`config.mk`:
```
export PLATFORM = sky130hd
export DESIGN_NAME = contiguous_first_fit_allocator_top
export DESIGN_NICKNAME = d
export VERILOG_FILES = /design/src/rtl/cffa_pkg.sv /design/src/rtl/cffa_front.sv /design/src/rtl/cffa_div.sv /design/src/rtl/cffa_back.sv /design/src/rtl/contiguous_first_fit_allocator_top.sv
export SDC_FILE = /design/constraint.sdc
export NUM_CORES = 1
export LEC_CHECK = 0
export ABC_AREA = 1
export ABC_CLOCK_PERIOD_IN_PS = 7200
export BUFFER_PORTS_ARGS = -buffer_cell sky130_fd_sc_hd__buf_2
export CORE_UTILIZATION = 31
export CTS_CLUSTER_DIAMETER = 150
export DETAILED_ROUTE_END_ITERATION = 10
export GPL_TIMING_DRIVEN = 0
export PLACE_DENSITY = 0.55
export SYNTH_ARGS = -nofsm -noshare
export SYNTH_HDL_FRONTEND = slang
export SYNTH_SLANG_ARGS = --single-unit
```
`constraint.sdc`:
```
create_clock -name clk -period 7.2 [get_ports clk]
set_input_delay 1.8 -clock clk [delete_from_list [all_inputs] [get_ports clk]]
set_output_delay 1.8 -clock clk [all_outputs]
set_load 0.05 [all_outputs]
```
`src/rtl/cffa_pkg.sv`:
```
// Shared types and constants for the contiguous first-fit block allocator.
package cffa_pkg;

  localparam int NUM_BLOCKS_DEF = 32;
  localparam int Q_DEPTH        = 2;

  localparam int KIND_W   = 1;
  localparam int BIDX_W   = 5;
  localparam int FID_W    = 8;
  localparam int FBYTES_W = 16;
  localparam int BSIZE_W  = 13;
  localparam int STATUS_W = 2;
  localparam int START_W  = 5;
  localparam int NEED_W   = 16;
  localparam int PART_W   = 6;

  typedef enum logic [1:0] {
    CLS_FREE  = 2'd0,
    CLS_ZERO  = 2'd1,
    CLS_ALLOC = 2'd2
  } cls_t;

  typedef enum logic [STATUS_W-1:0] {
    ST_FREED  = 2'd0,
    ST_ALLOC  = 2'd1,
    ST_NOROOM = 2'd2,
    ST_ZERO   = 2'd3
  } status_t;

  typedef enum logic [1:0] {
    BK_IDLE,
    BK_DIV,
    BK_SCAN,
    BK_MARK
  } bk_state_t;

  typedef struct packed {
    cls_t                cls;
    logic [BIDX_W-1:0]   block_index;
    logic [FID_W-1:0]    file_id;
    logic [FBYTES_W-1:0] file_bytes;
  } req_t;

endpackage

```
`src/rtl/cffa_front.sv`:
```
// Front end: accepts requests, classifies them and holds them in a short queue.
module cffa_front (
  input  logic                          clk,
  input  logic                          rst,
  input  logic                          start,
  output logic                          busy,
  input  logic [cffa_pkg::KIND_W-1:0]   kind,
  input  logic [cffa_pkg::BIDX_W-1:0]   block_index,
  input  logic [cffa_pkg::FID_W-1:0]    file_id,
  input  logic [cffa_pkg::FBYTES_W-1:0] file_bytes,
  output logic                          q_valid,
  output cffa_pkg::req_t                q_req,
  input  logic                          pop
);
  import cffa_pkg::*;

  localparam int PTR_W = (Q_DEPTH > 1) ? $clog2(Q_DEPTH) : 1;
  localparam int CNT_W = $clog2(Q_DEPTH + 1);

  req_t             slots [Q_DEPTH];
  logic [PTR_W-1:0] wr_ptr;
  logic [PTR_W-1:0] rd_ptr;
  logic [CNT_W-1:0] count;
  logic             push;
  req_t             in_req;

  always_comb begin
    in_req.block_index = block_index;
    in_req.file_id     = file_id;
    in_req.file_bytes  = file_bytes;
    if (kind == KIND_W'(0)) begin
      in_req.cls = CLS_FREE;
    end else if (file_bytes == '0) begin
      in_req.cls = CLS_ZERO;
    end else begin
      in_req.cls = CLS_ALLOC;
    end
  end

  assign busy    = (count == CNT_W'(Q_DEPTH));
  assign push    = start && !busy;
  assign q_valid = (count != '0);
  assign q_req   = slots[rd_ptr];

  always_ff @(posedge clk) begin
    if (rst) begin
      wr_ptr <= '0;
      rd_ptr <= '0;
      count  <= '0;
    end else begin
      if (push) begin
        wr_ptr <= (wr_ptr == PTR_W'(Q_DEPTH - 1)) ? '0 : wr_ptr + PTR_W'(1);
      end
      if (pop && q_valid) begin
        rd_ptr <= (rd_ptr == PTR_W'(Q_DEPTH - 1)) ? '0 : rd_ptr + PTR_W'(1);
      end
      if (push && !(pop && q_valid)) begin
        count <= count + CNT_W'(1);
      end else if (!push && pop && q_valid) begin
        count <= count - CNT_W'(1);
      end
    end
  end

  always_ff @(posedge clk) begin
    if (push) begin
      slots[wr_ptr] <= in_req;
    end
  end

endmodule

```
`src/rtl/cffa_div.sv`:
```
// Serial restoring divider, one quotient bit per cycle.
module cffa_div (
  input  logic                          clk,
  input  logic                          rst,
  input  logic                          go,
  input  logic [cffa_pkg::NEED_W-1:0]   dividend,
  input  logic [cffa_pkg::BSIZE_W-1:0]  divisor,
  output logic                          done,
  output logic [cffa_pkg::NEED_W-1:0]   quotient
);
  import cffa_pkg::*;

  localparam int CNT_W = $clog2(NEED_W + 1);

  logic [NEED_W-1:0]  dvd;
  logic [BSIZE_W-1:0] dsr;
  logic [BSIZE_W-1:0] rem;
  logic [CNT_W-1:0]   cnt;
  logic               active;
  logic [BSIZE_W:0]   rem_sh;
  logic               q_bit;

  // Shift the next dividend bit into the partial remainder and try to subtract.
  assign rem_sh   = {rem, dvd[NEED_W-1]};
  assign q_bit    = (rem_sh >= {1'b0, dsr});
  assign quotient = dvd;

  always_ff @(posedge clk) begin
    if (rst) begin
      active <= 1'b0;
      done   <= 1'b0;
      cnt    <= '0;
    end else begin
      done <= 1'b0;
      if (go) begin
        active <= 1'b1;
        cnt    <= CNT_W'(NEED_W);
      end else if (active) begin
        cnt <= cnt - CNT_W'(1);
        if (cnt == CNT_W'(1)) begin
          active <= 1'b0;
          done   <= 1'b1;
        end
      end
    end
  end

  always_ff @(posedge clk) begin
    if (go) begin
      dvd <= dividend;
      dsr <= divisor;
      rem <= '0;
    end else if (active) begin
      dvd <= {dvd[NEED_W-2:0], q_bit};
      rem <= q_bit ? BSIZE_W'(rem_sh - {1'b0, dsr}) : rem_sh[BSIZE_W-1:0];
    end
  end

endmodule

```
`src/rtl/cffa_back.sv`:
```
// Back end: frees, block count, first-fit scan of the free map and marking of the run.
module cffa_back #(
  parameter int NUM_BLOCKS = cffa_pkg::NUM_BLOCKS_DEF
) (
  input  logic                          clk,
  input  logic                          rst,
  input  logic                          q_valid,
  input  cffa_pkg::req_t                q_req,
  output logic                          pop,
  input  logic [cffa_pkg::BSIZE_W-1:0]  block_bytes,
  output logic                          done,
  output logic [cffa_pkg::STATUS_W-1:0] status,
  output logic [cffa_pkg::START_W-1:0]  start_block,
  output logic [cffa_pkg::NEED_W-1:0]   blocks_needed
);
  import cffa_pkg::*;

  localparam int IDX_W = $clog2(NUM_BLOCKS);
  localparam int RUN_W = $clog2(NUM_BLOCKS + 1);

  bk_state_t          state;
  bk_state_t          state_next;
  logic               div_go;
  logic               div_done;
  logic [NEED_W-1:0]  div_q;
  logic [BSIZE_W-1:0] divisor;

  logic [NUM_BLOCKS-1:0] free_map;
  logic [FID_W-1:0]      owner_mem [NUM_BLOCKS];
  logic [PART_W-1:0]     part_mem  [NUM_BLOCKS];

  logic [NEED_W-1:0] need;
  logic [FID_W-1:0]  fid;
  logic [IDX_W-1:0]  scan_idx;
  logic [RUN_W-1:0]  run;
  logic [IDX_W-1:0]  run_start;
  logic [IDX_W-1:0]  mark_k;

  logic              cur_free;
  logic [RUN_W-1:0]  run_inc;
  logic              hit;
  logic              scan_last;
  logic              mark_last;
  logic [IDX_W-1:0]  mark_addr;
  logic [31:0]       bidx_wide;
  logic              free_ok;
  logic [IDX_W-1:0]  free_idx;
  logic [31:0]       part_wide;
  logic [31:0]       start_wide;

  assign divisor    = (block_bytes == '0) ? BSIZE_W'(1) : block_bytes;
  assign cur_free   = free_map[scan_idx];
  assign run_inc    = cur_free ? run + RUN_W'(1) : '0;
  assign hit        = (NEED_W'(run_inc) == need);
  assign scan_last  = (scan_idx == IDX_W'(NUM_BLOCKS - 1));
  assign mark_last  = (NEED_W'(mark_k) == need - NEED_W'(1));
  assign mark_addr  = run_start + mark_k;
  assign bidx_wide  = 32'(q_req.block_index);
  assign free_ok    = (bidx_wide < NUM_BLOCKS);
  assign free_idx   = bidx_wide[IDX_W-1:0];
  assign part_wide  = 32'(mark_k) + 32'd1;
  assign start_wide = 32'(run_start);

  // Ceiling division: a nonzero size s gives (s - 1) / d + 1 blocks.
  cffa_div u_div (
    .clk      (clk),
    .rst      (rst),
    .go       (div_go),
    .dividend (q_req.file_bytes - NEED_W'(1)),
    .divisor  (divisor),
    .done     (div_done),
    .quotient (div_q)
  );

  always_ff @(posedge clk) begin
    if (rst) begin
      state <= BK_IDLE;
    end else begin
      state <= state_next;
    end
  end

  always_comb begin
    state_next = state;
    pop        = 1'b0;
    div_go     = 1'b0;
    unique case (state)
      BK_IDLE: begin
        if (q_valid) begin
          pop = 1'b1;
          if (q_req.cls == CLS_ALLOC) begin
            div_go     = 1'b1;
            state_next = BK_DIV;
          end
        end
      end
      BK_DIV: begin
        if (div_done) begin
          state_next = BK_SCAN;
        end
      end
      BK_SCAN: begin
        if (hit) begin
          state_next = BK_MARK;
        end else if (scan_last) begin
          state_next = BK_IDLE;
        end
      end
      BK_MARK: begin
        if (mark_last) begin
          state_next = BK_IDLE;
        end
      end
      default: state_next = BK_IDLE;
    endcase
  end

  always_ff @(posedge clk) begin
    if (rst) begin
      done     <= 1'b0;
      free_map <= '0;
    end else begin
      done <= 1'b0;
      unique case (state)
        BK_IDLE: begin
          if (q_valid) begin
            unique case (q_req.cls)
              CLS_FREE: begin
                if (free_ok) begin
                  free_map[free_idx] <= 1'b1;
                end
                done          <= 1'b1;
                status        <= ST_FREED;
                start_block   <= '0;
                blocks_needed <= '0;
              end
              CLS_ZERO: begin
                done          <= 1'b1;
                status        <= ST_ZERO;
                start_block   <= '0;
                blocks_needed <= '0;
              end
              CLS_ALLOC: begin
                fid <= q_req.file_id;
              end
              default: ;
            endcase
          end
        end
        BK_DIV: begin
          if (div_done) begin
            need     <= div_q + NEED_W'(1);
            scan_idx <= '0;
            run      <= '0;
          end
        end
        BK_SCAN: begin
          run <= run_inc;
          // A free block after a used one opens a new candidate run.
          if (cur_free && run == '0) begin
            run_start <= scan_idx;
          end
          if (hit) begin
            mark_k <= '0;
          end else if (scan_last) begin
            done          <= 1'b1;
            status        <= ST_NOROOM;
            start_block   <= '0;
            blocks_needed <= need;
          end else begin
            scan_idx <= scan_idx + IDX_W'(1);
          end
        end
        BK_MARK: begin
          free_map[mark_addr] <= 1'b0;
          if (mark_last) begin
            done          <= 1'b1;
            status        <= ST_ALLOC;
            start_block   <= start_wide[START_W-1:0];
            blocks_needed <= need;
          end else begin
            mark_k <= mark_k + IDX_W'(1);
          end
        end
        default: ;
      endcase
    end
  end

  always_ff @(posedge clk) begin
    if (state == BK_MARK) begin
      owner_mem[mark_addr] <= fid;
      part_mem[mark_addr]  <= part_wide[PART_W-1:0];
    end
  end

endmodule

```
`src/rtl/contiguous_first_fit_allocator_top.sv`:
```
// A free or zero-size request is answered once the back end is idle; an allocation runs
// the serial divider, then scans up to NUM_BLOCKS free-map bits (one per cycle) for a run,
// then, if one is found, marks it (one block marked per cycle).
// Flow: one request at a time in the back end; a 2-entry queue in front takes new
// requests meanwhile, and busy is high only while that queue is full.
// Reset clears the free map (no block free), empties the queue and sets block_bytes to 1.
module contiguous_first_fit_allocator_top #(
  parameter int NUM_BLOCKS = cffa_pkg::NUM_BLOCKS_DEF
) (
  input  logic                          clk,
  input  logic                          rst,
  input  logic                          start,
  output logic                          busy,
  input  logic [cffa_pkg::KIND_W-1:0]   kind,
  input  logic [cffa_pkg::BIDX_W-1:0]   block_index,
  input  logic [cffa_pkg::FID_W-1:0]    file_id,
  input  logic [cffa_pkg::FBYTES_W-1:0] file_bytes,
  input  logic                          cfg_valid,
  output logic                          cfg_ready,
  input  logic [cffa_pkg::BSIZE_W-1:0]  cfg_data,
  output logic                          done,
  output logic [cffa_pkg::STATUS_W-1:0] status,
  output logic [cffa_pkg::START_W-1:0]  start_block,
  output logic [cffa_pkg::NEED_W-1:0]   blocks_needed
);
  import cffa_pkg::*;

  logic [BSIZE_W-1:0] block_bytes;
  logic               q_valid;
  req_t               q_req;
  logic               pop;

  assign cfg_ready = 1'b1;

  always_ff @(posedge clk) begin
    if (rst) begin
      block_bytes <= BSIZE_W'(1);
    end else if (cfg_valid && cfg_ready) begin
      block_bytes <= cfg_data;
    end
  end

  cffa_front u_front (
    .clk         (clk),
    .rst         (rst),
    .start       (start),
    .busy        (busy),
    .kind        (kind),
    .block_index (block_index),
    .file_id     (file_id),
    .file_bytes  (file_bytes),
    .q_valid     (q_valid),
    .q_req       (q_req),
    .pop         (pop)
  );

  cffa_back #(
    .NUM_BLOCKS (NUM_BLOCKS)
  ) u_back (
    .clk           (clk),
    .rst           (rst),
    .q_valid       (q_valid),
    .q_req         (q_req),
    .pop           (pop),
    .block_bytes   (block_bytes),
    .done          (done),
    .status        (status),
    .start_block   (start_block),
    .blocks_needed (blocks_needed)
  );

  // The back end only takes a request that the queue actually holds.
  a_pop_valid: assert property (@(posedge clk) disable iff (rst) pop |-> q_valid)
    else $error("request taken from an empty queue");

  a_reset_quiet: assert property (@(posedge clk) rst |=> !done)
    else $error("result strobe right after reset");

  a_freed_fields: assert property (@(posedge clk) disable iff (rst)
    done && (status == ST_FREED || status == ST_ZERO) |->
      start_block == '0 && blocks_needed == '0)
    else $error("free or rejected request reports a block or count");

  a_alloc_count: assert property (@(posedge clk) disable iff (rst)
    done && (status == ST_ALLOC || status == ST_NOROOM) |-> blocks_needed != '0)
    else $error("allocation reports a zero block count");

endmodule

```
# Word level (Yosys, flattened, before mapping)
# Memory sizes are Yosys's and may differ from the RTL's. A register that Yosys moved wholly into a read port is not among the register bits.
# Cells that the tools add are included.
# W data, S select, Z words.
[totals] ramBits=62 mem_count=1 register_bits=161
[memory_table] memory="u_front.slots" words=2 word_bits=31 read_ports=1 rd_clocked_by_memory_dff=1 write_ports=1 line_no="cffa_front.sv:20" source="req_t slots [Q_DEPTH];"
[op_classes] bitwise_logic=5 mux=75 n_lt_le_gt_ge=7 eq_ne=24 add_sub_neg=13 reduce_logical=35
[op_table] cell="$mux W16" count=7
[op_table] cell="$mux W32" count=3
[op_table] cell="$pmux W32 S2" count=1
[op_table] cell="$mux W5" count=12
[op_table] cell="$pmux W16 S3" count=1
[op_table] cell="$and A32 B32 Y32" count=1
[op_table] cell="$not A32 Y32" count=1
[op_table] cell="$or A32 B32 Y32" count=1
[op_table] cell="$sub A16 B1 Y16 const B" count=2
[op_table] cell="$mux W2" count=14
[op_table] cell="$lt A5 B6 Y1 const B" count=4
[op_table] cell="$mux W1" count=23
[op_table] cell="$pmux W5 S2" count=2
[op_table] cell="$add A16 B1 Y16 const B" count=1
[op_table] cell="$eq A5 B16 Y1" count=1
[op_table] cell="$eq A6 B16 Y1" count=1
[op_table] cell="$logic_not A16 Y1" count=1
[op_table] cell="$pmux W5 S3" count=1
[op_table] cell="$ge A14 B13 Y1" count=1
[op_table] cell="$reduce_and A7 Y1" count=2
[op_table] cell="$logic_not A13 Y1" count=1
[op_table] cell="$mux W13" count=1
[op_table] cell="$sub A13 B13 Y13" count=1
[op_table] cell="$mux W6" count=2
[op_table] cell="other kinds (35)" count=74

# Depth between registers and ports, before layout
# Gate-level depths: netlist (run 1).
[logic_depth] depth_word=9 mapped_depth=20 depth_no_buf=18

# By module
# From an unflattened synthesis (run 1), not the netlist that was laid out.
[hier_totals] hier_cells=1287 hier_area_um2=11464.7
[modules_own_cells] module="cffa_back" n_inst=1 seq_area_each_um2=2502.4 area_per_inst_um2=5405.2 cells_per_inst=662
[modules_own_cells] module="cffa_div" n_inst=1 seq_area_each_um2=1271.2 area_per_inst_um2=2950.3 cells_per_inst=390
[modules_own_cells] module="cffa_front" n_inst=1 seq_area_each_um2=1961.9 area_per_inst_um2=2551.2 cells_per_inst=151
[modules_own_cells] module="contiguous_first_fit_allocator_top" n_inst=1 seq_area_each_um2=260.2 area_per_inst_um2=558.0 cells_per_inst=84

# Least setup slack after synthesis (run 1)
# No wires, ideal clock.
[synth_path] path_type="input to register" start="input start" end="memory u_front.slots[0][0] (netlist bit), enable pin" path_stages=2 arrival_time_ps=3004 slack_ps=3793 setup_time_ps=403 path_cell_list="o21ai_0 > nor2_1"
[synth_between] elab_chain_len=3
[synth_lines] element="from (decl)" line_no="contiguous_first_fit_allocator_top.sv:12" source="input logic start,"
[synth_lines] element="$logic_and A1 B1 Y1" line_no="cffa_front.sv:41" source="assign push = start && !busy;"
[synth_lines] element="$mux W1" line_no="cffa_front.sv:66" source="if (push) begin"
[synth_lines] element="$mux W1 (implied by the code)" line_no="cffa_front.sv:67" source="slots[wr_ptr] <= in_req;"
[synth_lines] element="to (decl)" line_no="cffa_front.sv:20"
# No other way between the ends.

# Final worst setup path (run 1)
[layout_path] start="input rst" end="register u_back.need[9], enable pin"
[layout_between] elab_chain_len=2
[layout_lines] element="from (decl)" line_no="contiguous_first_fit_allocator_top.sv:11" source="input logic rst,"
[layout_lines] element="$not A1 Y1 (no line)"
[layout_lines] element="$reduce_and A3 Y1 (no line)"
[layout_lines] element="to (signal assigned)" line_no="cffa_back.sv:152" source="need <= div_q + NEED_W'(1);"
[layout_lines] element="to (decl)" line_no="cffa_back.sv:32" source="logic [NEED_W-1:0] need;"
# No other way between the ends.
# A chain may end at the register's enable or synchronous reset.

==> results.toml, run 1 <==
[grt]
groute.usage.overall = 0.145
antenna_found_initial = 0
busiest_layer = "met2"
grt_use_met3 = 0.0241
grt_pass1_vias = 7707
grt_max_degree = 23
grt_first_pass_wirelength_mm = 40.0
grt_util_met1 = 0.196
use_met2 = 0.239
grt-ovfl-total = 0

[layout]
nets = 1310
num_antenna_cells = 0
layout-drive-gt1-share = 0.142
finalNonFillerCells = 1698
fin_area_um2 = 12300
area_growth_pct = 16.7
fillCellCount = 3403

[synth]
synth_top_area_cell = "edfxtp_1"
synth_compound_area_frac = 0.112
synth_top_flop_cell = "edfxtp_1"
synthSimpleGateAreaFrac = 0.192
synth_cell_type_count = 56
synth_top_family_by_area = "simple AND/OR/NAND/NOR gates"
synthMuxAreaShare = 0.00796
ys_top_cells_by_area = "edfxtp_1 (39%), dfxtp_1 (14%), inv_1 (5.7%), nand2_1 (5.4%), nor2_1 (4.1%)"
yosys.cell_count.top_type = "inv_1"
async_flop_share = 0
synth_area_um2 = 10500
seq_area_frac_synth = 0.524
synth_seq_cells = 208
synthXorXnorAreaFrac = 0.0416
synth_warnings = 0
syn_nets = 1218
synth_edf_count = 135
yosysTopAreaCellShare = 0.385
ys_top_cells_by_count = "inv_1 (159), nand2_1 (152), edfxtp_1 (135), nor2_1 (115), o21ai_0 (77)"
synthAdderAreaFrac = 0.0407
syn_inst = 1138
postSynthAreaPerCell_um2 = 9.25

[route]
drc = 0
vias = 7946
first_pass_iters = 5
wl_per_cell_um = 14.3
vias_per_cell = 4.68
antenna_left = 0
drt_wl_total_mm = 24.2
drt_iter0_markers = 669

[clock_network]
cts_root_buf = "clkbuf_16"
cts_buffer_depth = 3
post_cts_buffers = 0
worstSkewPairLatency_ns = 0.53
cts_buffers = 26
tritoncts = "done"
ctsHoldBuffers = 0
cts.sinks = 208
clkTransAtPathRegs_ns = 0.06
cts_resized = 0
h-tree-depth = 1

[critical_path]
reg2reg_depth = 13
cpPeakStageDelay_ns = 1.01
cpMostUsedCell = "clkbuf_1"
cp-start-kind = "input port"
cp_top_family = "simple AND/OR/NAND/NOR gates"
startpoint = "rst"
worstSetupPathDepth = 3
cp-end-kind = "flop"
worstPathRequired_ns = 7.33
reg2reg_from = "u_back.scan_idx[0]"
setup.worst_path.class = "input port to flop"
arrival_ns = 3.49
crit_slowest_cell = "nor2_1"
critPathBufInv = 2
worstPathMaxFanout = 16
crit_chain = "clkbuf_1, clkbuf_1, nor2_1"
endpoint = "u_back.need[9]"
r2r_end = "u_back.blocks_needed[11]"
rrSetupSlack_ns = 3.90

[hold_path]
min_path_type = "flop to flop"
hp-start = "u_front.rd_ptr"

[floorplan]
die_area_um2 = 34700
die_h_um = 186
ios = 73
rows = 67
core_um2 = 33400
start_util = 0.315
die_w_um = 186

[sta]
relSlewSlack = 0.172
post-route-min-period_ns = 3.35
setup_viol = 0
finalClockSkew_ns = 0.0161
hold_slack_ns = 0.459
setup-tns-final_ns = 0
hold_viol_final = 0
period_share = 0.466
tightestPinTransition_ns = 1.24
fin_ws_ns = 3.85
rsz0062_at_grt = "no"
slew_violations = 0
fmaxAchievable_mhz = 298

[placed_design]
gp_congestion = 0.859
post-place-ws_ns = 3.28
place.detailed.hpwl_mm = 17.8
io_buffers = 62
dp.cells = 1650
placed_area_um2 = 11400

[power]
p_leak_nw = 4.88
powerDensity_nw_per_um2 = 313
peakVddDrop_mv = 0.226

[job]
cap_violations = 0

[run_status]
status = "finished clean"
cell families (layout without fill, tap and decap cells):
family | count (synthesis) | count (layout)
compound gates | 203 | 203
xor+xnor | 50 | 50
fa+ha+maj | 33 | 33
buf+inv | 213 | 325
flops | 208 | 208
mux | 8 | 8
other cells | 1 | 1
simple gates | 422 | 422
worst min path at each step:
stage               cells after the start              to  slack [ns]
global placement                        1  u_front.rd_ptr        0.44
detailed placement                      1  u_front.rd_ptr        0.45
floorplan                               1            flop        0.43
finish                                  1            flop        0.46
global route                            1            flop        0.49
CTS                                     1            flop        0.46
registers in the layout, indices dropped and copies added, names as in the netlist, 2 cells and up, named ones only:
| signal | flops |
|---|---|
| u_back.start_block | 5 |
| u_back.scan_idx | 5 |
| u_front.slots | 46 |
| u_back.u_div.quotient | 16 |
| u_back.u_div.dsr | 13 |
| u_back.state | 2 |
| u_back.u_div.rem | 13 |
| u_back.run | 6 |
| u_front.count | 2 |
| u_back.mark_k | 5 |
| block_bytes | 13 |
| u_back.u_div.cnt | 5 |
| u_back.status | 2 |
| u_back.blocks_needed | 16 |
| u_back.free_map | 32 |
| u_back.run_start | 5 |
| u_back.need | 16 |
metal layers:
layer  vias to the layer above  share of wire
met5                         -              0
met4                         0          0.023
met3                        38          0.048
met1                      3694           0.47
met2                       172           0.46
li1                       4042              -
power by group:
part / internal (mW) / switching (mW)
clock: 0.794 / 0.489
combinational: 0.312 / 0.701
sequential: 1.47 / 0.0872
total: 2.57 / 1.28
layout by cell type (no fill, tap or decap), types with 14 or more instances in the layout:
| master | count |
|---|---|
| inv_1 | 159 |
| nand2_1 | 152 |
| edfxtp_1 | 135 |
| nor2_1 | 113 |
| o21ai_0 | 77 |
| dfxtp_1 | 73 |
| buf_2 | 69 |
| a21oi_1 | 67 |
| nand3_1 | 61 |
| clkbuf_1 | 35 |
| xor2_1 | 32 |
| ha_1 | 31 |
| clkbuf_16 | 28 |
| nand4_1 | 20 |
| xnor2_1 | 18 |
| a211oi_1 | 18 |
| nor3_1 | 15 |
| a221oi_1 | 14 |
area by class of cell:
class / count / area [um^2] / area share
sequential: 208 / 5520 / 0.449
inverter: 169 / 636 / 0.0517
multi-input combinational: 717 / 4150 / 0.338
clock inverter: 12 / 104 / 0.00845
timing repair buffer: 64 / 340 / 0.0277
buffer: 44 / 231 / 0.0188
tap: 448 / 561 / 0.0456
clock buffer: 36 / 751 / 0.0611
through the flow:
stage / power, mW / util
6_report: 3.85 / 0.367
5_1_grt: 4.09 / 0.367
4_1_cts: 3.89 / 0.367
3_5_place_dp: 2.59 / 0.342
3_3_place_gp: 2.58 / 0.341
2_1_floorplan: 2.32 / -
Note: power is estimated with default switching activity, not from simulation.
==> inputs of run 2 (changes only) <==
--- a/config.mk
+++ b/config.mk
@@ -6,7 +6,7 @@
 export NUM_CORES = 1
 export LEC_CHECK = 0
 export ABC_AREA = 1
-export ABC_CLOCK_PERIOD_IN_PS = 7200
+export ABC_CLOCK_PERIOD_IN_PS = 3150
 export BUFFER_PORTS_ARGS = -buffer_cell sky130_fd_sc_hd__buf_2
 export CORE_UTILIZATION = 31
 export CTS_CLUSTER_DIAMETER = 150
==> constraint.sdc (replaced) <==
create_clock -name clk -period 3.15 [get_ports clk]
set_input_delay 0.7875 -clock clk [delete_from_list [all_inputs] [get_ports clk]]
set_output_delay 0.7875 -clock clk [all_outputs]
set_load 0.05 [all_outputs]
==> results.toml, run 2 (synthesis gave the netlist of run 1 again) <==
[run_status]
status = "finished clean"

[grt]
grt_first_pass_wirelength_mm = 40.0
antenna_found_initial = 0
grt_max_degree = 23
groute.usage.overall = 0.145
grt_pass1_vias = 7729
grt-ovfl-total = 0

[clock_network]
cts_buffer_depth = 3
h-tree-depth = 1
ctsHoldBuffers = 0
cts_buffers = 26
cts.sinks = 208
clkTransAtPathRegs_ns = 0.06
tritoncts = "done"
cts_root_buf = "clkbuf_16"
worstSkewPairLatency_ns = 0.53

[floorplan]
start_util = 0.315
die_h_um = 186
core_um2 = 33400
rows = 67
die_area_um2 = 34700
ios = 73
die_w_um = 186

[sta]
period_share = 0.936
fmaxAchievable_mhz = 339
setup_viol = 0
hold_viol_final = 0
tightestPinTransition_ns = 1.24
finalClockSkew_ns = 0.0164
rsz0062_at_grt = "no"
relSlewSlack = 0.172
slew_violations = 0
fin_ws_ns = 0.202
post-route-min-period_ns = 2.95

[power]
powerDensity_nw_per_um2 = 715
power_mw = 8.82
p_leak_nw = 4.90
peakVddDrop_mv = 0.515

[route]
vias_per_cell = 4.68
vias = 7971
wl_per_cell_um = 14.3
antenna_left = 0
drc = 0
drt_wl_total_mm = 24.4
drt_iter0_markers = 685
first_pass_iters = 5

[placed_design]
gp_congestion = 0.859
placed_area_um2 = 11400
place.detailed.hpwl_mm = 17.8
io_buffers = 62
post-place-ws_ns = -0.135

[critical_path]
worstPathMaxFanout = 10
worstPathRequired_ns = 3.37
reg2reg_depth = 16
setup.worst_path.class = "flop to flop"
rrSetupSlack_ns = 0.20
r2r_end = "u_back.start_block[2]"
cp-start-kind = "flop"
endpoint = "u_back.start_block[2]"
startpoint = "u_back.scan_idx[0]"
arrival_ns = 3.17
reg2reg_from = "u_back.scan_idx[0]"
cp-end-kind = "flop"

[layout]
reg_top3 = "u_front.slots (46), u_back.free_map (32)"
fillCellCount = 3397
num_antenna_cells = 0
largest_reg_flops = 46
layout-drive-gt1-share = 0.148
fin_area_um2 = 12300
final_common_cell = "inv_1"
mostFrequentLayoutCells = "inv_1 (158), nand2_1 (151), edfxtp_1 (135), nor2_1 (113), o21ai_0 (76)"
nets = 1315
area_growth_pct = 17.2
top_register = "u_front.slots"

[job]
cap_violations = 0

[hold_path]
min_path_type = "input port to flop"
run 2: final cells by class:
type	instances	area [um^2]	share of cell area
sequential	208	5520	0.447
multi-input combinational	717	4150	0.337
inverter	169	639	0.0518
clock inverter	12	104	0.00842
clock buffer	36	751	0.0609
buffer	44	236	0.0192
timing repair inverter	1	7.51	0.000609
tap	448	561	0.0454
timing repair buffer	68	368	0.0298
run 2: worst min path at each step:
stage | start | to | depth (start not counted)
global route | block_index[4] | u_front.slots[1][28] | 1
floorplan | u_front.rd_ptr | flop | 1
CTS | block_index[2] | u_front.slots[1][26] | 1
detailed placement | u_front.rd_ptr | u_front.rd_ptr | 1
finish | block_index[2] | u_front.slots[1][26] | 1
global placement | u_front.rd_ptr | u_front.rd_ptr | 1
run 2: through the flow:
stage                     TNS [ns]  hold WS [ns]  cells  utilization
after CTS                   -0.631         0.434   1698        0.368
after global placement       -7.24         0.439   1648        0.341
after global routing             0         0.435   1703        0.369
final                            0         0.460   1703        0.369
after floorplan                  0         0.426   1138            -
after detailed placement     -2.81         0.453   1650        0.342
run 2: metal layers:
metal	global-route usage	share of wire	wire length, um	vias up
met4	0.0397	0.022	529	0
met1	0.196	0.47	11400	3711
met3	0.0249	0.048	1170	36
li1	-	-	-	4052
met2	0.239	0.46	11300	172
met5	0	0	0	-
run 2: power by group:
part	total [mW]	leakage (nW)	switching (mW)	internal [mW]
Sequential	3.54	1.86	0.199	3.35
Combinational	2.35	2.62	1.62	0.730
Clock	2.93	0.422	1.12	1.81
run 2: what timing repair did:
item | in CTS | in global routing
resized for setup | 3 | 6
hold endpoints to repair | 0 | 0
pin swaps | 1 | 1
setup buffers | 0 | 4
gates cloned | 0 | 1
endpoints found under the setup margin | 21 | 61
run 2: worst max-delay path: stages (launching register included):
cell and delay [ns]:
edfxtp_1 0.55, clkbuf_2 0.22, or2_2 0.28, nand3_1 0.07, nand3_1 0.08, nand3_2 0.08
nand3_2 0.14, buf_12 0.18, nand3_2 0.06, nand2_1 0.05, nand2_1 0.06, nand2_2 0.07
nor2_4 0.14, nand3_2 0.13, nand4_1 0.12, buf_4 0.16, clkinvlp_4 0.23
==> inputs of run 3 (changes only) <==
--- a/config.mk
+++ b/config.mk
@@ -7,12 +7,14 @@
 export LEC_CHECK = 0
 export ABC_AREA = 1
 export ABC_CLOCK_PERIOD_IN_PS = 3150
-export BUFFER_PORTS_ARGS = -buffer_cell sky130_fd_sc_hd__buf_2
+export CELL_PAD_IN_SITES_DETAIL_PLACEMENT = 0
+export CELL_PAD_IN_SITES_GLOBAL_PLACEMENT = 1
 export CORE_UTILIZATION = 31
 export CTS_CLUSTER_DIAMETER = 150
 export DETAILED_ROUTE_END_ITERATION = 10
+export DONT_BUFFER_PORTS = 1
 export GPL_TIMING_DRIVEN = 0
-export PLACE_DENSITY = 0.55
+export PLACE_DENSITY = 0.62
 export SYNTH_ARGS = -nofsm -noshare
 export SYNTH_HDL_FRONTEND = slang
 export SYNTH_SLANG_ARGS = --single-unit
==> constraint.sdc (replaced) <==
create_clock -name clk -period 3.15 [get_ports clk]
set_input_delay 0.7875 -clock clk [delete_from_list [all_inputs] [get_ports clk]]
set_output_delay 0.7875 -clock clk [all_outputs]
set_load 0.02 [all_outputs]
==> results.toml, run 3 (synthesis gave the netlist of run 1 again) <==
[critical_path]
cp-start-kind = "flop"
cpPeakStageDelay_ns = 0.48
cp-end-kind = "flop"
rrSetupSlack_ns = 0.27
crit_slowest_cell = "nor2_1"
critPathBufInv = 4
setup.worst_path.class = "flop to flop"
cpMostUsedCell = "inv_1"
crit_chain = "buf_2, o21ai_0, inv_1, nor2_1, inv_1, nor2_1, inv_1, nand2_2"
cp_top_family = "simple AND/OR/NAND/NOR gates"
r2r_end = "u_back.u_div.quotient[14]"
arrival_ns = 3.04
worstPathRequired_ns = 3.32
reg2reg_depth = 8
worstPathMaxFanout = 20

[clock_network]
worstSkewPairLatency_ns = 0.52
h-tree-depth = 1
cts_root_buf = "clkbuf_16"
ctsHoldBuffers = 0
cts_buffers = 26
cts.sinks = 208
cts_buffer_depth = 3
clkTransAtPathRegs_ns = 0.05
tritoncts = "done"

[grt]
grt_pass1_vias = 7608
grt_use_met3 = 0.0302
grt-ovfl-total = 0
grt_util_met1 = 0.189
groute.usage.overall = 0.148
grt_first_pass_wirelength_mm = 40.1
busiest_layer = "met2"
use_met2 = 0.254
antenna_found_initial = 0
grt_max_degree = 23

[route]
vias = 7616
wl_per_cell_um = 15.1
drt_iter0_markers = 359
drc = 0
antenna_left = 0
first_pass_iters = 6
vias_per_cell = 4.64
drt_wl_total_mm = 24.8

[placed_design]
io_buffers = 0
gp_congestion = 0.807
post-place-ws_ns = -0.171
place.detailed.hpwl_mm = 18.4

[sta]
period_share = 0.913
post-route-min-period_ns = 2.88
setup_viol = 0
relSlewSlack = 0.208
fin_ws_ns = 0.274
slew_violations = 0
tightestPinTransition_ns = 1.18
fmaxAchievable_mhz = 348
finalClockSkew_ns = 0.0137
hold_viol_final = 0
rsz0062_at_grt = "no"

[layout]
top_register = "u_front.slots"
reg_top3 = "u_front.slots (46), u_back.free_map (32)"
layout-drive-gt1-share = 0.106
final_common_cell = "inv_1"
largest_reg_flops = 46
num_antenna_cells = 0
area_growth_pct = 14.5
mostFrequentLayoutCells = "inv_1 (158), nand2_1 (151), edfxtp_1 (135), nor2_1 (113), o21ai_0 (76)"
postLayoutCoreUtil = 0.360
nets = 1255

[power]
powerDensity_nw_per_um2 = 725
power_mw = 8.74
p_int_mw = 5.92
clock_power_share = 0.345
p_comb_frac = 0.241
p_sw_frac = 0.322
peakVddDrop_mv = 0.462
p_seq_frac = 0.414
p_leak_nw = 4.66
power.switching_mw = 2.81

[job]
cap_violations = 0

[hold_path]
min_path_cells = 0
min_path_type = "input port to flop"
hp-start = "file_bytes[1]"
holdPathEnd = "u_front.slots[1][1]"

[floorplan]
rows = 67
core_um2 = 33400
start_util = 0.315
ios = 73
die_area_um2 = 34700
die_h_um = 186
die_w_um = 186

[run_status]
status = "finished clean"
## run 3: layer usage
| metal | part of all wire | up-vias |
|---|---|---|
| met5 | 0 | - |
| met4 | 0.022 | 0 |
| met3 | 0.050 | 30 |
| met2 | 0.47 | 153 |
| met1 | 0.46 | 3504 |
| li1 | - | 3929 |
## run 3: area by class of cell
type | instances | area [um^2]
repair buffers | 8 | 75.1
plain buffers | 44 | 233
fillers | 3402 | 21400
inverters | 169 | 639
multi-input cells | 717 | 4150
clock inverters | 14 | 174
flip-flops and latches | 208 | 5520
well taps | 448 | 561
clock buffers | 32 | 694
repair inverters | 1 | 7.51
## run 3: worst max path at each step
| stage | start | endpoint | slack (ns) | cells after the start |
|---|---|---|---|---|
| 6_report | flop | u_back.u_div.quotient[14] | 0.27 | 8 |
| 5_1_grt | flop | u_back.u_div.quotient[14] | 0.03 | 8 |
| 4_1_cts | u_back.scan_idx[0] | u_back.blocks_needed[15] | 0.008 | 14 |
| 3_5_place_dp | u_back.scan_idx[0] | u_back.blocks_needed[11] | -0.17 | 13 |
| 3_3_place_gp | u_back.scan_idx[0] | u_back.blocks_needed[11] | -0.16 | 13 |
| 2_1_floorplan | u_back.scan_idx[0] | u_back.blocks_needed[0] | 0.58 | 13 |
## run 3: per-stage QoR
stage | cells | area [um^2] | setup TNS, ns | hold WS [ns]
CTS | 1635 | 12000 | 0 | 0.332
floorplan | 1138 | 10500 | 0 | 0.426
global placement | 1586 | 11100 | -4.10 | 0.437
global route | 1641 | 12000 | 0 | 0.334
detailed placement | 1588 | 11100 | -4.38 | 0.446
finish | 1641 | 12000 | 0 | 0.359
## run 3: timing repair
| item | 4_1_cts | 5_1_grt |
|---|---|---|
| gates resized for setup | 4 | 1 |
| cloned | 1 | 0 |
| hold endpoints to repair | 0 | 0 |
| pin swaps | 0 | 1 |
| setup buffers | 0 | 6 |
| endpoints found under the setup margin | 51 | 32 |
## run 3: power by group through the flow
stage,sequential [mW],combinational [mW],clock (mW)
5_1_grt,3.66,2.41,3.20
2_1_floorplan,3.61,1.59,0
3_5_place_dp,3.68,2.09,0
3_3_place_gp,3.68,2.08,0
4_1_cts,3.62,2.12,3.09
6_report,3.62,2.11,3.01
